<file path="config.mk">
export PLATFORM = sky130hd
export DESIGN_NAME = spi_register_slave_with_leds_flat
export DESIGN_NICKNAME = d
export VERILOG_FILES = /design/src/rtl/core/srs_pkg.sv /design/src/rtl/core/srs_in_if.sv /design/src/rtl/core/srs_out_if.sv /design/src/rtl/core/spi_register_slave_with_leds.sv /design/src/rtl/core/srs_frame.sv /design/src/rtl/core/srs_leds.sv /design/src/flat_wrapper.sv
export SDC_FILE = /design/constraint.sdc
export NUM_CORES = 1
export LEC_CHECK = 0
export BUFFER_PORTS_ARGS = -buffer_cell sky130_fd_sc_hd__buf_2
export CORE_ASPECT_RATIO = 0.5
export CORE_MARGIN = 8
export CORE_UTILIZATION = 30
export DETAILED_ROUTE_END_ITERATION = 16
export PLACE_DENSITY = 0.53
export SLEW_MARGIN = 20
export SYNTH_ARGS = -nofsm -noshare
export SYNTH_HDL_FRONTEND = slang
export SYNTH_SLANG_ARGS = --single-unit
</file>
<file path="constraint.sdc">
create_clock -name i_clk -period 3 [get_ports i_clk]
set_input_delay 0.3 -clock i_clk [delete_from_list [all_inputs] [get_ports i_clk]]
set_output_delay 0.3 -clock i_clk [all_outputs]
set_load 0.005 [all_outputs]
</file>
<file path="src/rtl/core/srs_pkg.sv">
// Shared types and constants of the SPI register slave block.
`timescale 1ns / 1ps

package srs_pkg;

    // Event codes carried in the operation field of an input beat.
    typedef enum logic [2:0] {
        OP_SELECT_LOW = 3'd0,
        OP_SPI_BYTE   = 3'd1,
        OP_SPI_DONE   = 3'd2,
        OP_TICK       = 3'd3,
        OP_POLL       = 3'd4,
        OP_UART_RX    = 3'd5,
        OP_UART_TX    = 3'd6
    } t_op;

    // Configuration register indexes.
    localparam logic CFG_BLINK_TICKS   = 1'b0;
    localparam logic CFG_TOGGLE_PERIOD = 1'b1;

    // Special frame addresses.
    localparam logic [7:0] ADDR_OUTPUT = 8'h08;
    localparam logic [7:0] ADDR_REPORT = 8'hFF;

    // Reset values.
    localparam logic [15:0] RESET_BLINK_TICKS   = 16'd100;
    localparam logic [7:0]  RESET_TOGGLE_PERIOD = 8'd25;
    localparam logic [15:0] STARTUP_BLINK_TICKS = 16'd500;

    localparam int unsigned FRAME_LEN = 2;

    typedef struct packed {
        t_op        op;
        logic [7:0] data_byte;
    } t_item;

    typedef struct packed {
        logic [15:0] blink_ticks;
        logic [7:0]  toggle_period;
    } t_led_cfg;

    // Result of the frame and register logic for one beat.
    typedef struct packed {
        logic        report_valid;
        logic [63:0] report_data;
        logic        report_pending;
        logic [4:0]  general_outputs;
    } t_frame_res;

endpackage

</file>
<file path="src/rtl/core/srs_in_if.sv">
// Input channel of the SPI register slave: one event per beat.
`timescale 1ns / 1ps

interface srs_in_if;
    logic       valid;
    logic       ready;
    logic [2:0] operation;
    logic [7:0] data_byte;

    modport source (output valid, output operation, output data_byte, input ready);
    modport sink   (input valid, input operation, input data_byte, output ready);
endinterface

</file>
<file path="src/rtl/core/srs_out_if.sv">
// Result channel of the SPI register slave: one result per beat.
`timescale 1ns / 1ps

interface srs_out_if;
    logic        valid;
    logic        ready;
    logic        report_valid;
    logic [63:0] report_data;
    logic        report_pending;
    logic [4:0]  general_outputs;
    logic        busy_led_level;
    logic        tx_led_level;
    logic        rx_led_level;

    modport source (
        output valid, output report_valid, output report_data, output report_pending,
        output general_outputs, output busy_led_level, output tx_led_level,
        output rx_led_level, input ready
    );
    modport sink (
        input valid, input report_valid, input report_data, input report_pending,
        input general_outputs, input busy_led_level, input tx_led_level,
        input rx_led_level, output ready
    );
endinterface

</file>
<file path="src/rtl/core/spi_register_slave_with_leds.sv">
// Top level of the SPI register slave with activity LEDs.
`timescale 1ns / 1ps

//  Channel   Direction  Beat contents
//  i_item    in         operation (3 bit event code), data_byte (SPI byte)
//  o_result  out        report_valid, report_data, report_pending,
//                       general_outputs, busy/tx/rx LED levels
//  i_cfg_*   in         write enable, register index, 16-bit write data
//
//  One beat can be taken in every cycle. An accepted beat sits in the input
//  register, is processed once the output register is free or draining, and its
//  result lands in the output register, from which the sink takes the result beat.
//  Reset is synchronous, active low; clears both valids, loads config, frame and LED state.
//  A stalled result holds the output register; the input register takes one
//  more beat, then i_item.ready drops until the result is taken.

module spi_register_slave_with_leds #(
    parameter int unsigned NUM_REPORT_REGS = 8
) (
    input  logic        i_clk,
    input  logic        i_rst_n,
    srs_in_if.sink      i_item,
    srs_out_if.source   o_result,
    input  logic        i_cfg_we,
    input  logic        i_cfg_idx,
    input  logic [15:0] i_cfg_data
);
    import srs_pkg::*;

    // Configuration registers.
    t_led_cfg r_cfg;

    // Input register: holds one accepted beat until it can be processed.
    logic  r_in_valid;
    t_item r_in_item;

    // Output register: holds one result until the sink takes it.
    logic        r_out_valid;
    t_frame_res  r_out_frame;
    logic [2:0]  r_out_levels;

    // A held beat is processed whenever the output register is free or draining.
    logic       process;
    t_frame_res frame_res;
    logic [2:0] led_levels;

    assign process      = r_in_valid && (!r_out_valid || o_result.ready);
    assign i_item.ready = !r_in_valid || process;

    always_ff @(posedge i_clk) begin
        if (!i_rst_n) begin
            r_cfg.blink_ticks   <= RESET_BLINK_TICKS;
            r_cfg.toggle_period <= RESET_TOGGLE_PERIOD;
        end else if (i_cfg_we) begin
            case (i_cfg_idx)
                CFG_BLINK_TICKS:   r_cfg.blink_ticks   <= i_cfg_data;
                CFG_TOGGLE_PERIOD: r_cfg.toggle_period <= i_cfg_data[7:0];
                default: begin
                end
            endcase
        end
    end

    always_ff @(posedge i_clk) begin
        if (!i_rst_n) begin
            r_in_valid <= 1'b0;
        end else if (i_item.ready) begin
            r_in_valid <= i_item.valid;
        end
    end

    always_ff @(posedge i_clk) begin
        if (i_item.valid && i_item.ready) begin
            r_in_item.op        <= t_op'(i_item.operation);
            r_in_item.data_byte <= i_item.data_byte;
        end
    end

    srs_frame #(
        .NUM_REPORT_REGS(NUM_REPORT_REGS)
    ) u_frame (
        .i_clk   (i_clk),
        .i_rst_n (i_rst_n),
        .i_en    (process),
        .i_item  (r_in_item),
        .o_res   (frame_res)
    );

    srs_leds u_leds (
        .i_clk    (i_clk),
        .i_rst_n  (i_rst_n),
        .i_en     (process),
        .i_op     (r_in_item.op),
        .i_cfg    (r_cfg),
        .o_levels (led_levels)
    );

    always_ff @(posedge i_clk) begin
        if (!i_rst_n) begin
            r_out_valid <= 1'b0;
        end else if (process) begin
            r_out_valid <= 1'b1;
        end else if (o_result.ready) begin
            r_out_valid <= 1'b0;
        end
    end

    always_ff @(posedge i_clk) begin
        if (process) begin
            r_out_frame  <= frame_res;
            r_out_levels <= led_levels;
        end
    end

    assign o_result.valid           = r_out_valid;
    assign o_result.report_valid    = r_out_frame.report_valid;
    assign o_result.report_data     = r_out_frame.report_data;
    assign o_result.report_pending  = r_out_frame.report_pending;
    assign o_result.general_outputs = r_out_frame.general_outputs;
    assign o_result.busy_led_level  = r_out_levels[0];
    assign o_result.tx_led_level    = r_out_levels[1];
    assign o_result.rx_led_level    = r_out_levels[2];

`ifndef SYNTHESIS
    // A result without a report never carries report data.
    a_no_data_without_report: assert property (@(posedge i_clk) disable iff (!i_rst_n)
        r_out_valid && !r_out_frame.report_valid |-> r_out_frame.report_data == 64'h0)
        else $error("report data set without a valid report");

    // A held beat that cannot be processed stays in the input register.
    a_in_held: assert property (@(posedge i_clk) disable iff (!i_rst_n)
        r_in_valid && !process |=> r_in_valid && $stable(r_in_item))
        else $error("input register lost or changed a stalled beat");

    // A processed poll always leaves the pending mark cleared.
    a_poll_clears: assert property (@(posedge i_clk) disable iff (!i_rst_n)
        process && r_in_item.op == OP_POLL |=> r_out_valid && !r_out_frame.report_pending)
        else $error("poll did not clear the pending mark");
`endif

endmodule

</file>
<file path="src/rtl/core/srs_frame.sv">
// SPI frame capture, report registers, general output register and pending mark.
`timescale 1ns / 1ps

module srs_frame #(
    parameter int unsigned NUM_REPORT_REGS = 8
) (
    input  logic               i_clk,
    input  logic               i_rst_n,
    input  logic               i_en,
    input  srs_pkg::t_item     i_item,
    output srs_pkg::t_frame_res o_res
);
    import srs_pkg::*;

    localparam int unsigned IDX_W = (NUM_REPORT_REGS > 1) ? $clog2(NUM_REPORT_REGS) : 1;

    logic [1:0]  r_count, n_count;
    logic [7:0]  r_byte0, n_byte0;
    logic [7:0]  r_byte1, n_byte1;
    logic [7:0]  r_output, n_output;
    logic        r_pending, n_pending;
    logic [7:0]  r_regs [NUM_REPORT_REGS];
    logic        reg_we;
    logic [63:0] snapshot;
    logic        frame_full;

    for (genvar g = 0; g < 8; g++) begin : g_snap
        if (g < NUM_REPORT_REGS) begin : g_used
            assign snapshot[8*g +: 8] = r_regs[g];
        end else begin : g_unused
            assign snapshot[8*g +: 8] = 8'h00;
        end
    end

    assign frame_full = (r_count == 2'(FRAME_LEN));

    always_comb begin
        n_count   = r_count;
        n_byte0   = r_byte0;
        n_byte1   = r_byte1;
        n_output  = r_output;
        n_pending = r_pending;
        reg_we    = 1'b0;
        o_res.report_valid = 1'b0;
        o_res.report_data  = 64'h0;
        case (i_item.op)
            OP_SELECT_LOW: begin
                n_count = 2'd0;
            end
            OP_SPI_BYTE: begin
                if (r_count < 2'(FRAME_LEN)) begin
                    if (r_count[0]) begin
                        n_byte1 = i_item.data_byte;
                    end else begin
                        n_byte0 = i_item.data_byte;
                    end
                    n_count = r_count + 2'd1;
                end
            end
            OP_SPI_DONE: begin
                if (frame_full) begin
                    if (r_byte0 < 8'(NUM_REPORT_REGS)) begin
                        reg_we = 1'b1;
                    end else if (r_byte0 == ADDR_OUTPUT) begin
                        n_output = r_byte1;
                    end else if (r_byte0 == ADDR_REPORT) begin
                        n_pending = 1'b1;
                    end
                end
            end
            OP_POLL: begin
                if (r_pending) begin
                    o_res.report_valid = 1'b1;
                    o_res.report_data  = snapshot;
                    n_pending          = 1'b0;
                end
            end
            default: begin
            end
        endcase
        o_res.report_pending  = n_pending;
        o_res.general_outputs = n_output[4:0];
    end

    always_ff @(posedge i_clk) begin
        if (!i_rst_n) begin
            r_count   <= 2'd0;
            r_byte0   <= 8'h00;
            r_byte1   <= 8'h00;
            r_output  <= 8'h00;
            r_pending <= 1'b0;
            for (int i = 0; i < NUM_REPORT_REGS; i++) begin
                r_regs[i] <= 8'h00;
            end
        end else if (i_en) begin
            r_count   <= n_count;
            r_byte0   <= n_byte0;
            r_byte1   <= n_byte1;
            r_output  <= n_output;
            r_pending <= n_pending;
            if (reg_we) begin
                r_regs[r_byte0[IDX_W-1:0]] <= r_byte1;
            end
        end
    end

endmodule

</file>
<file path="src/rtl/core/srs_leds.sv">
// Activity blink counters, shared blink phase and active-low LED levels.
`timescale 1ns / 1ps

module srs_leds (
    input  logic              i_clk,
    input  logic              i_rst_n,
    input  logic              i_en,
    input  srs_pkg::t_op      i_op,
    input  srs_pkg::t_led_cfg i_cfg,
    output logic [2:0]        o_levels
);
    import srs_pkg::*;

    logic [15:0] r_busy_cnt, n_busy_cnt;
    logic [15:0] r_tx_cnt, n_tx_cnt;
    logic [15:0] r_rx_cnt, n_rx_cnt;
    logic        r_phase, n_phase;
    logic [7:0]  r_phase_ticks, n_phase_ticks;
    logic [2:0]  r_levels, n_levels;
    logic [7:0]  period;
    logic [8:0]  ticks_inc;

    assign period    = (i_cfg.toggle_period == 8'd0) ? 8'd1 : i_cfg.toggle_period;
    assign ticks_inc = {1'b0, r_phase_ticks} + 9'd1;

    always_comb begin
        n_busy_cnt    = r_busy_cnt;
        n_tx_cnt      = r_tx_cnt;
        n_rx_cnt      = r_rx_cnt;
        n_phase       = r_phase;
        n_phase_ticks = r_phase_ticks;
        n_levels      = r_levels;
        case (i_op)
            OP_SPI_BYTE: n_busy_cnt = i_cfg.blink_ticks;
            OP_UART_RX:  n_rx_cnt   = i_cfg.blink_ticks;
            OP_UART_TX:  n_tx_cnt   = i_cfg.blink_ticks;
            OP_TICK: begin
                // A running counter counts down and shows the phase; an idle LED is off.
                if (r_busy_cnt != 16'd0) begin
                    n_busy_cnt  = r_busy_cnt - 16'd1;
                    n_levels[0] = r_phase;
                end else begin
                    n_levels[0] = 1'b1;
                end
                if (r_tx_cnt != 16'd0) begin
                    n_tx_cnt    = r_tx_cnt - 16'd1;
                    n_levels[1] = r_phase;
                end else begin
                    n_levels[1] = 1'b1;
                end
                if (r_rx_cnt != 16'd0) begin
                    n_rx_cnt    = r_rx_cnt - 16'd1;
                    n_levels[2] = r_phase;
                end else begin
                    n_levels[2] = 1'b1;
                end
                if (r_phase_ticks == 8'd0) begin
                    n_phase = ~r_phase;
                end
                n_phase_ticks = (ticks_inc >= {1'b0, period}) ? 8'd0 : ticks_inc[7:0];
            end
            default: begin
            end
        endcase
    end

    assign o_levels = n_levels;

    always_ff @(posedge i_clk) begin
        if (!i_rst_n) begin
            r_busy_cnt    <= STARTUP_BLINK_TICKS;
            r_tx_cnt      <= 16'd0;
            r_rx_cnt      <= 16'd0;
            r_phase       <= 1'b0;
            r_phase_ticks <= 8'd0;
            r_levels      <= 3'b111;
        end else if (i_en) begin
            r_busy_cnt    <= n_busy_cnt;
            r_tx_cnt      <= n_tx_cnt;
            r_rx_cnt      <= n_rx_cnt;
            r_phase       <= n_phase;
            r_phase_ticks <= n_phase_ticks;
            r_levels      <= n_levels;
        end
    end

endmodule
</file>
<file path="src/flat_wrapper.sv">
// flat-port wrapper written by rule: the top's interface ports become plain ports
module spi_register_slave_with_leds_flat import srs_pkg::*;
#(
    parameter int unsigned NUM_REPORT_REGS = 8
)
  (i_clk, i_rst_n, i_cfg_we, i_cfg_idx, i_cfg_data, i_item_valid, i_item_operation, i_item_data_byte, i_item_ready, o_result_valid, o_result_report_valid, o_result_report_data, o_result_report_pending, o_result_general_outputs, o_result_busy_led_level, o_result_tx_led_level, o_result_rx_led_level, o_result_ready);
  srs_in_if i_item_i ();
  srs_out_if o_result_i ();
  input  logic i_clk;
  input  logic i_rst_n;
  input  logic i_cfg_we;
  input  logic i_cfg_idx;
  input  logic [15:0] i_cfg_data;
  input wire logic [$bits(i_item_i.valid)-1:0] i_item_valid;
  input wire logic [$bits(i_item_i.operation)-1:0] i_item_operation;
  input wire logic [$bits(i_item_i.data_byte)-1:0] i_item_data_byte;
  output wire logic [$bits(i_item_i.ready)-1:0] i_item_ready;
  output wire logic [$bits(o_result_i.valid)-1:0] o_result_valid;
  output wire logic [$bits(o_result_i.report_valid)-1:0] o_result_report_valid;
  output wire logic [$bits(o_result_i.report_data)-1:0] o_result_report_data;
  output wire logic [$bits(o_result_i.report_pending)-1:0] o_result_report_pending;
  output wire logic [$bits(o_result_i.general_outputs)-1:0] o_result_general_outputs;
  output wire logic [$bits(o_result_i.busy_led_level)-1:0] o_result_busy_led_level;
  output wire logic [$bits(o_result_i.tx_led_level)-1:0] o_result_tx_led_level;
  output wire logic [$bits(o_result_i.rx_led_level)-1:0] o_result_rx_led_level;
  input wire logic [$bits(o_result_i.ready)-1:0] o_result_ready;
  assign i_item_i.valid = i_item_valid;
  assign i_item_i.operation = i_item_operation;
  assign i_item_i.data_byte = i_item_data_byte;
  assign i_item_ready = i_item_i.ready;
  assign o_result_valid = o_result_i.valid;
  assign o_result_report_valid = o_result_i.report_valid;
  assign o_result_report_data = o_result_i.report_data;
  assign o_result_report_pending = o_result_i.report_pending;
  assign o_result_general_outputs = o_result_i.general_outputs;
  assign o_result_busy_led_level = o_result_i.busy_led_level;
  assign o_result_tx_led_level = o_result_i.tx_led_level;
  assign o_result_rx_led_level = o_result_i.rx_led_level;
  assign o_result_i.ready = o_result_ready;
  spi_register_slave_with_leds #(.NUM_REPORT_REGS(NUM_REPORT_REGS)) u_core (.i_clk(i_clk), .i_rst_n(i_rst_n), .i_item(i_item_i), .o_result(o_result_i), .i_cfg_we(i_cfg_we), .i_cfg_idx(i_cfg_idx), .i_cfg_data(i_cfg_data));
endmodule
</file>
# --- Yosys cells after proc, flatten, opt, wreduce, memory -nomap -nowiden ---
# Memory sizes are Yosys's and may differ from the RTL's.
# Index checks and enable logic that the tools add are counted.
classes:
  add_sub_neg: 5
  order_cmp: 3
  n_eq_ne: 13
  mux: 37
  bitwise_logic: 3
  n_reduce_logical: 29
ops:
  columns: ["operator", "count"]
  rows:
  - ["one-hot mux 16 bit (2 select lines)", 3]
  - ["2-to-1 mux 65 bit", 1]
  - ["2-to-1 mux 16 bit", 3]
  - ["nonzero test 16 bit", 3]
  - ["subtractor 16 x 1 -> 16 bit (second input constant)", 3]
  - ["2-to-1 mux 8 bit", 3]
  - ["2-to-1 mux 5 bit", 4]
  - ["2-to-1 mux 1 bit", 18]
  - ["logical NOT 8 bit", 2]
  - ["AND reduction 3 bit", 5]
  - ["nonzero test 2 bit", 5]
  - ["adder 8 x 1 -> 9 bit (second input constant)", 1]
  - ["equality test 3 bit (second input constant)", 3]
  - [">= comparator 9 x 8 -> 1 bit", 1]
  - ["equality test 8 x 4 -> 1 bit (second input constant)", 1]
  - ["equality test 8 bit (second input constant)", 1]
  - ["less-than comparator 8 x 4 -> 1 bit (second input constant)", 1]
  - ["inequality test 2 bit (second input constant)", 4]
  - ["AND reduction 2 bit", 4]
  - ["AND reduction 4 bit", 2]
  - ["OR reduction 8 bit", 1]
  - ["equality test 3 x 2 -> 1 bit (second input constant)", 2]
  - ["2-to-1 mux 3 bit", 2]
  - ["one-hot mux 2 bit (2 select lines)", 1]
  - ["11 further kinds", 16]
totals:
  register_bits: 195
  mem_bits_rw: 64
  inputBits: 33
  output_inout_bits: 76
  word_cells: 113
  memories: 1
mem_list:
  columns: ["memory", "words", "word_bits", "read_ports", "rd_ports_with_merged_regs", "write_ports", "line_no", "source"]
  rows:
  - ["u_core.u_frame.r_regs", 8, 8, 8, 0, 8, "srs_frame.sv:22", "logic [7:0] r_regs [NUM_REPORT_REGS];"]

# --- Logic depth before layout (Yosys ltp) ---
depth:
  word_depth: 10
  ltp_mapped: 11
  ltp_nobuf: 10

# --- Modules after synthesis ---
# Synthesis repeated with hierarchy kept, for this count alone.
unflattened:
  cells_unflattened: 1138
  hier_area_um2: 11706.2
modules_own_cells:
  columns: ["module", "n_inst", "cells_per_inst", "area_per_inst_um2"]
  rows:
  - ["srs_frame", 1, 383, 4078.9]
  - ["srs_leds", 1, 555, 3993.8]
  - ["spi_register_slave_with_leds", 1, 200, 3633.5]

# --- Worst setup path before layout ---
# OpenSTA, ideal clock, no wires.
synth_timing:
  path_kind: "reg2reg"
  startpoint: "register u_core.u_leds.r_phase_ticks[0]"
  endpoint: "register u_core.u_leds.r_phase_ticks[7]"
  arrival_time_ps: 2510
  required_ps: 2930
  path_slack_ps: 419
  path_stages_with_launch: 11
  n_path_buf: 0
  synth_period_minus_slack_ps: 2581
  cell_sequence: "dfxtp_1 ha_1 nand3_1 or2_2 nand2_1 ha_1 o21ai_0 nor2_1 a2111o_1 or3b_2 a21oi_1"
synth_between:
  elab_chain_cells: 3
synth_lines:
  columns: ["item", "line_no", "source"]
  rows:
  - ["start: declaration", "srs_leds.sv:18", "logic [7:0] r_phase_ticks, n_phase_ticks;"]
  - ["start signal: assignment", "srs_leds.sv:82", "r_phase_ticks <= n_phase_ticks;"]
  - ["adder 8 x 1 -> 9 bit (*)", "srs_leds.sv:24", "assign ticks_inc = {1'b0, r_phase_ticks} + 9'd1;"]
  - [">= comparator 9 x 8 -> 1 bit", "srs_leds.sv:60", "n_phase_ticks = (ticks_inc >= {1'b0, period}) ? 8'd0 : ticks_inc[7:0];"]
  - ["2-to-1 mux 8 bit (*)", "srs_leds.sv:60", null]
# Every way passes the cells marked *; elsewhere a longest branch is shown, timed or not.
# A chain may end at the register's enable or synchronous reset.

# --- Worst setup path after layout ---
layout_timing:
  startpoint: "register u_core.u_leds.r_phase_ticks[2]"
  endpoint: "register u_core.u_leds.r_phase_ticks[4]"
# The elaborated chain is that of the path after synthesis.

==> summary.txt <==
Floorplanning
  • Initial Utilization: 30.5%
  • Core ar.: approximately 37000 µm²
  • Die Ht: 154 µm
  • I/O pins: 109
  • Die Wd: a little under 300 µm
  • Rows: 50
  • Die area: approximately 45000 µm²

Place
  • GP Congestion: roughly 0.78
  • Number of port buffers: 108
  • Hpwl dp: around 19000 µm

Final layout
  • Fillers: between 3000 and 4000
  • Number of inserted diodes: 0
  • Nets@finish: about 1200
  • Area of the multi-input gates: around 4400 µm²
  • Area Overhead vs Synth: 18.4%
  • Seq. cell area: roughly 6700 µm²
  • Layout Utilization: 36.1%
  • Layout cell share with drive strength beyond 1: ~17%

Logic synthesis
  • Netlist cell types: between 70 and 80
  • Ys async rst share: 0%
  • Post-Synthesis Net Count: about 1100
  • FF+latch count, synth: between 200 and 300
  • Post-synthesis sequential area ratio: 58.5%
  • Synth Cell Area: between 10000 and 15000 µm²
  • Ys Warns: 0
  • Primary FF master, synth: edfxtp_1
  • EDFF count, synth: around 150
  • Avg Cell Area, Syn: 10.6 µm²
  • Syn Inst Count: about 1100

Global routing
  • Vias in the first global route: about 8200
  • Initial antenna violation count: 0
  • First-pass GRT wire length: roughly 45000 µm
  • Grt total ovfl: 0
  • Overall routing resource usage: between 10% and 20%
  • Largest net degree at the start of global routing: 88

Status
  • Outcome: complete, no violations

Routing
  • WL per Instance: around 17 µm
  • Post-route DRC: 0
  • DRT antenna net count: 0
  • Post-DR vias/cell: about 4.8
  • Drt total wl: between 20000 and 30000 µm
  • Initial DRC Count: a little under 600
  • Vias: around 8200
  • DRT Pass-1 Iters: 5

Critical path
  • CP Capture Type: flip-flop
  • CP required: 3.46 ns
  • Critical Path Fanout Max: 8
  • Nature of the critical path startpoint: flip-flop
  • Crit path DAT: between 3 and 4 ns
  • Critical path class: reg2reg

STA
  • Clock skew: slightly above 0.009 ns
  • Slew Limit Fails: 0
  • Final Setup Violations: 0
  • Hold Violations, Final: 0
  • Worst-Margin Slew: 0.986 ns
  • FMAX: 0.353 GHz
  • Final period util: a little over nine tenths
  • Post-layout min period: around 2.8 ns
  • Total Neg Setup Slack: 0 ns
  • Worst hold slack: 0.0156 ns
  • Slew headroom: about a third
  • Unrepaired setup endpoints after global routing: false

Hold path
  • HP Class: in2reg

Clocking
  • Root buffer cell: clkbuf_16
  • CTS sink count: 259
  • CTS Buffer Depth: 3
  • Num CTS Buffers: 25
  • Worst-path clk slew: about 0.060 ns
  • CTS tree: built
  • Clock Latency Late Sink: 0.54 ns
  • H-Tree Depth: 1
  • Number of post-CTS setup repair buffers: 0

Power
  • Power per cell area: ~570 nW/µm²
  • P_leak: between 0.005 and 0.006 µW
  • Pwr Total: 7640 µW
  • Worst IR Drop VDD: 0.375 mV

Flow run
  • Max cap viols: 0
-- layout make-up --
class                      count  area share, %
inverter                      23          0.648
sequential                   259           49.4
tap                          494           4.57
timing repair buffer         147           6.70
clock buffer                  37           5.72
clock inverter                 9          0.667
multi-input combinational    729           32.3
-- layout by cell type, fill, tap and decap left out, types with 14 or more instances in the layout --
master / count
a21oi_1: 85
and2_1: 134
buf_2: 108
buf_4: 14
clkbuf_16: 27
dfxtp_1: 109
dlygate4sd3_1: 24
edfxtp_1: 149
ha_1: 16
inv_1: 21
mux2i_1: 22
nand2_1: 121
nand2b_1: 15
nand3_1: 23
nor2_1: 74
nor3_1: 22
o21ai_0: 41
-- synthesized netlist by cell type, types with 6 or more instances --
| cell | instances | area, µm² |
|---|---|---|
| buf_2 | 15 | 75.1 |
| a211o_1 | 7 | 61.3 |
| and3_1 | 8 | 50.1 |
| nand4_1 | 8 | 50.1 |
| o21ai_0 | 41 | 205 |
| nor2_1 | 74 | 278 |
| and2_1 | 134 | 838 |
| clkbuf_1 | 44 | 165 |
| o31ai_1 | 10 | 75.1 |
| o21ai_1 | 7 | 35.0 |
| nand2_1 | 121 | 454 |
| inv_1 | 22 | 82.6 |
| nor4_1 | 10 | 62.6 |
| nor3_1 | 22 | 110 |
| and3b_1 | 6 | 52.6 |
| a21oi_1 | 85 | 425 |
| edfxtp_1 | 149 | 4470 |
| nand2b_1 | 15 | 93.8 |
| a21o_1 | 9 | 67.6 |
| dfxtp_1 | 110 | 2200 |
| a31oi_1 | 6 | 37.5 |
| o211ai_1 | 7 | 52.6 |
| o21a_1 | 8 | 60.1 |
| mux2i_1 | 22 | 220 |
| buf_1 | 7 | 26.3 |
| ha_1 | 16 | 200 |
| nand3_1 | 23 | 115 |
-- what timing repair did --
action / 4_1_cts / 5_1_grt
gates resized for setup: 0 / 1
hold buffers: 24 / 0
endpoints found under the setup margin: 0 / 3
endpoints found under the hold margin: 26 / 0
-- per-layer routing --
metal	up-vias	part of all wire [%]	global-route usage [%]
li1	4041	-	-
met1	3955	45	15.4
met2	182	49	21.2
met3	38	4.1	2.13
met4	0	2.3	3.43
met5	-	0	0
-- metrics by stage --
step | setup WS (ns) | cell area, µm² | std cells
2_1_floorplan | 0.419 | 11400 | 1080
3_3_place_gp | 0.189 | 12400 | 1628
3_5_place_dp | 0.161 | 12400 | 1628
4_1_cts | 0.143 | 13500 | 1698
5_1_grt | 0.0242 | 13500 | 1698
6_report | 0.171 | 13500 | 1698
-- kinds of logic (layout without fill, tap and decap cells) --
group | count (synthesis) | count (layout) | share of synthesized area (%)
muxes | 27 | 27 | 2.42
xor gates and xnor gates | 5 | 5 | 0.384
AOI/OAI and AO/OA | 215 | 215 | 11.7
DFF | 259 | 259 | 58.5
buffers and inverters | 92 | 216 | 3.27
adders and majority gates | 16 | 16 | 1.75
and+or+nand+nor | 466 | 466 | 21.9
-- critical path, stage by stage, from the launching register on --
cell and delay, ns:
dfxtp_1 0.44, and3_1 0.20, nand3_1 0.09, or2_2 0.30, nand2_1 0.09, ha_1 0.24
o21ai_0 0.17, nor2_1 0.08, a2111o_1 0.48, or3b_2 0.51, a21oi_1 0.15
-- power by group --
group          total (µW)  leakage [µW]  switching, µW  internal (µW)
clock                3280      0.000424           1390           1890
combinational         449       0.00234            287            162
sequential           3920       0.00239           61.1           3860
total                7640       0.00515           1740           5900
-- registers in the layout (all words and copies together) (netlist names), 5 cells and up --
register and cells:
u_core.o_result.general_outputs 5, u_core.o_result.report_data 64, u_core.r_cfg 24, u_core.r_in_item 11, u_core.u_frame.r_byte0 8, u_core.u_frame.r_byte1 8, u_core.u_frame.r_output 5, u_core.u_frame.r_regs 64
u_core.u_leds.r_busy_cnt 16, u_core.u_leds.r_phase_ticks 8, u_core.u_leds.r_rx_cnt 16, u_core.u_leds.r_tx_cnt 16
-- path summary, 6_finish.rpt --
| check | depth (start not counted) | to | startpoint | slack [ns] |
|---|---|---|---|---|
| min | 3 | u_core.r_cfg[23] | i_cfg_data[15] | 0.02 |
| max reg2reg | 10 | u_core.u_leds.r_phase_ticks[4] | u_core.u_leds.r_phase_ticks[2] | 0.17 |
| max | 10 | u_core.u_leds.r_phase_ticks[4] | u_core.u_leds.r_phase_ticks[2] | 0.17 |
| min reg2reg | 2 | u_core.r_cfg[16] | u_core.r_cfg[16] | 0.46 |
Power figures use the tool's default switching activity.
